$ cat src/rtl/ffba_ram.sv
`timescale 1ns / 1ps
// ----------------------------------------------------------------------------
// ffba_ram: generic single-write, single-read RAM.
// One write port and one read port; the read data is registered.
// ----------------------------------------------------------------------------
module ffba_ram #(
   parameter int WIDTH = 8,
   parameter int DEPTH = 16
) (
   input  logic                                       clock,
   input  logic                                       wr_en,
   input  logic [((DEPTH > 1) ? $clog2(DEPTH) : 1)-1:0] wr_addr,
   input  logic [WIDTH-1:0]                           wr_data,
   input  logic [((DEPTH > 1) ? $clog2(DEPTH) : 1)-1:0] rd_addr,
   output logic [WIDTH-1:0]                           rd_data
);

   logic [WIDTH-1:0] mem_ff [DEPTH];
   logic [WIDTH-1:0] rd_data_ff;

   // Write port.
   always_ff @(posedge clock) begin
      if (wr_en) begin
         mem_ff[wr_addr] <= wr_data;
      end
   end

   // Registered read port.
   always_ff @(posedge clock) begin
      rd_data_ff <= mem_ff[rd_addr];
   end

   assign rd_data = rd_data_ff;

endmodule

$ cat config.mk
export PLATFORM = sky130hd
export DESIGN_NAME = ffba_ram
export DESIGN_NICKNAME = d
export VERILOG_FILES = /design/src/rtl/ffba_ram.sv
export SDC_FILE = /design/constraint.sdc
export NUM_CORES = 1
export LEC_CHECK = 0
export ABC_CLOCK_PERIOD_IN_PS = 1600
export BUFFER_PORTS_ARGS = -buffer_cell sky130_fd_sc_hd__buf_2
export CORE_ASPECT_RATIO = 1.5
export CORE_MARGIN = 2
export CORE_UTILIZATION = 40
export DETAILED_ROUTE_END_ITERATION = 12
export PLACE_DENSITY = 0.59
export SLEW_MARGIN = 40
export SYNTH_ARGS = -nofsm -noshare
export SYNTH_HDL_FRONTEND = slang
export SYNTH_SLANG_ARGS = --single-unit
export TNS_END_PERCENT = 1
$ cat constraint.sdc
create_clock -name clock -period 1.6 [get_ports clock]
set_clock_uncertainty 0.05 [all_clocks]
set_input_delay 0.08 -clock clock [delete_from_list [all_inputs] [get_ports clock]]
set_output_delay 0.08 -clock clock [all_outputs]
set_load 0.1 [all_outputs]
**After elaboration in Yosys (flattened, before gate mapping)**

Memory sizes are Yosys's and may differ from the RTL's. A register that Yosys moved wholly into a read port is not among the register bits.
Cells that the tools add are included.
W data, S select, Z words.

- Multiplexer cells: 2

Operators with widths:

| kind | number |
|---|---|
| $mux W1 | 2 |

- Register bits: 0
- Memory bits (writable): 128
- Input bits: 18
- Memories kept: 1

Memories:

| memory | depth | bits a word | rd ports | clocked after Yosys merged registers in | wr ports | RTL line | text |
|---|---|---|---|---|---|---|---|
| mem_ff | 16 | 8 | 1 | 1 | 1 | 18 | `logic [WIDTH-1:0] mem_ff [DEPTH];` |

**Logic depth before layout (Yosys ltp)**

- Depth after elaboration: 2
- Mapped depth: 5
- Depth with buffers taken out: 3

**Worst setup path before layout**

Ideal clock, no wire load.

- Kind: in2reg
- From: input port wr_addr[2] (netlist bit)
- To: memory mem_ff[0][0] (enable)
- Arrival time: 1190 ps
- Data required time: 1167 ps
- Setup slack: -23 ps
- Stages: 2
- Path through: or3b_2 -> nor3_1

RTL lines:

| what | RTL line | text |
|---|---|---|
| start, declared | 12 | `input logic [((DEPTH > 1) ? $clog2(DEPTH) : 1)-1:0] wr_addr,` |
| end, declared | 18 |  |

No word-level cell before the write port.

==> impl_metrics.toml <==
[placement]
dp.final_hpwl_um = 6740
portBuffers = 25
place_ws_ns = 0.0645
globalplace.congestion = 0.749
dpl_cell_area_sq_mm = 0.00563

[floorplan]
rows = 50
pin_count = 26
die_w_um = 96.6
dieArea_sq_mm = 0.0138
dieHeight_um = 143
start_util = 0.411
coreArea_sq_mm = 0.0125

[synth]
synth_top_area_share = 0.747
yosysUniqueCellTypes = 19
yosys.area_share.simple = 0.0318
synth_xor_area_frac = 0
syn_area_sq_mm = 0.00515
synth_compound_area_frac = 0.0233
synth_top_family_by_area = "multiplexers"
syn_nets = 247
synth.mux.area_fraction = 0.150
avgSynthCellArea_sq_um = 22.5
synthCells = 229
synthAdderAreaFrac = 0
yosysTopAreaCell = "edfxtp_1"
yosys_warnings = 0
synth_area_leaders = "edfxtp_1 (75%), mux4_2 (7.9%), mux4_1 (7.1%)"
ys_seq_area_frac = 0.778
ys_seq_elements = 136

[setup_path]
crit_type = "reg -> reg"
cp.required_ns = 1.84
cpMaxStageDelayCell = "mux4_1"
worst-r2r-cell-count = 3
timing.critical_path.buf_inv = 0
cpPeakStageDelay_ns = 0.51
path_depth = 3
cp-start-kind = "flop"
path_cells = "mux4_1 -> a22oi_1 -> nand2_1"
critPathTopFamily = "multiplexers"
crit_fanout = 1
crit_arrival_ns = 1.63
end_kind = "flop"

[clocking]
cts_hold_buf = 4
clk_latency_ns = 0.41
clock-sinks = 136
cts_root_buf = "clkbuf_16"
cts_buffers = 17
htreeDepth = 4
cts_buffer_depth = 2
postCtsSetupBuffers = 0
clk_pin_slew_worst_paths_ns = 0.06
cts_resized = 0
cts_tree = "done"

[global_routing]
antenna_found_initial = 0
gr-total-overflow = 0
grt_pass1_wl_um = 15400
grt_use_total = 0.155
grt_pass1_vias = 2591
grt_max_degree = 33

[timing]
min_period_ns = 1.39
finalSetupViolCount = 0
tightestPinTransition_ns = 0.501
finalSetupTns_ns = 0
hold_viol = 0
clock.fmax_mhz = 719
fin_ws_ns = 0.209
slew_viol_final = 0
relSlewSlack = 0.669
period_share = 0.869
grt_setup_unrepaired = "false"

[final_layout]
areaGrowthSynthToFinish_pct = 21.9
fin_area_sq_mm = 0.00627
diodes = 0
final_nets = 312
layout-drive-gt1-share = 0.330

[route]
wire_per_inst_um = 21.4
ant_nets = 0
route.met3.wl_um = 308
num_vias = 2430
drt_pass1_iterations = 4
wl_met2_um = 5360
drcViolationCount = 0
met1_length_um = 4010
dr.max_layer_used = "met4"
drtIter0Drc = 226
viasPerCell = 5.26
wirelength_um = 9900

[run]
cap_violations = 0

[power]
p_leak_nw = 2.16
irDropWorstVdd_mv = 0.779
powerDensity_mw_per_mm2 = 1360

[outcome]
status = "finished clean"

[worst_hold_path]
min_path_type = "in -> reg"
hold_depth = 1
kinds of logic (layout without fill, tap and decap cells):
logic type	after synthesis	count (layout)
AOI/OAI and AO/OA	16	16
DFF	136	136
muxes	32	32
and+or+nand+nor	35	35
buffers and inverters	10	87
worst register-to-register path: stages, from the launching register on:
cell and delay (ns):
edfxtp_1 0.36, mux4_1 0.51, a22oi_1 0.27, nand2_1 0.08
cells in the final DEF, fill, tap and decap left out:
| cell type | instances |
|---|---|
| nand3_1 | 1 |
| buf_12 | 3 |
| buf_2 | 25 |
| edfxtp_1 | 128 |
| mux4_2 | 18 |
| nor3_2 | 1 |
| nor2b_1 | 1 |
| clkinv_2 | 3 |
| clkinvlp_4 | 3 |
| nand2_1 | 9 |
| nor2_1 | 13 |
| clkbuf_16 | 17 |
| dlygate4sd3_1 | 4 |
| clkinv_1 | 2 |
| and2_1 | 1 |
| buf_4 | 24 |
| a22oi_1 | 16 |
| bufinv_16 | 4 |
| clkinv_4 | 2 |
| dfxtp_1 | 8 |
| nand3b_1 | 2 |
| nand2b_1 | 2 |
| mux4_1 | 14 |
| nor3_1 | 3 |
| or3b_2 | 1 |
| and2b_1 | 1 |
final cells by class:
| cell class | instances | area (sq um) |
|---|---|---|
| clock buffers | 17 | 425 |
| clock inverters | 14 | 183 |
| fillers | 1026 | 6240 |
| multi-input cells | 83 | 1060 |
| flip-flops and latches | 136 | 4000 |
| well taps | 156 | 195 |
| repair buffers | 56 | 405 |
path summary, 6_finish.rpt:
check / slack, ns / start / end
hold reg to reg: 0.62 / mem_ff[11][4] / rd_data[4]
setup reg to reg: 0.21 / mem_ff[1][1] / rd_data[1]
setup / recovery: 0.21 / mem_ff[1][1] / rd_data[1]
hold / removal: 0.02 / wr_data[4] / mem_ff[3][4]
report_power, final:
| part | switching, mW | leakage [nW] | internal [mW] | total, mW |
|---|---|---|---|---|
| clock | 1.38 | 0.290 | 2.58 | 3.96 |
| combinational | 0.377 | 0.644 | 0.178 | 0.555 |
| sequential | 0.0221 | 1.22 | 3.98 | 4.01 |
registers in the layout, indices dropped and copies added, names as in the netlist:
| name | flops |
|---|---|
| mem_ff | 128 |
| rd_data | 8 |
synth_stat cells:
| cell | number |
|---|---|
| edfxtp_1 | 128 |
| mux4_2 | 18 |
| a22oi_1 | 16 |
| mux4_1 | 14 |
| nor2_1 | 13 |
| nand2_1 | 9 |
| dfxtp_1 | 8 |
| nor3_1 | 4 |
| buf_2 | 3 |
| buf_6 | 3 |
| clkdlybuf4s25_2 | 3 |
| nand2b_1 | 2 |
| nand3b_1 | 2 |
| and2_1 | 1 |
| and2b_1 | 1 |
| buf_4 | 1 |
| nand3_1 | 1 |
| nor2b_1 | 1 |
| or3b_2 | 1 |
stage by stage:
step	hold WS [ns]	util	std cells	power [mW]
2_1_floorplan	0.129	-	229	4.45
5_1_grt	0.0195	0.502	462	8.82
4_1_cts	0.00638	0.502	462	8.60
6_report	0.0245	0.502	462	8.52
3_5_place_dp	0.430	0.450	427	4.64
3_3_place_gp	0.415	0.450	427	4.63
routing by layer:
layer  vias to the layer above  track usage
met3                        18       0.0382
met5                         -            0
li1                       1098            -
met2                        58        0.272
met4                         0       0.0712
met1                      1256        0.180
Note: power is estimated with default switching activity, not from simulation.
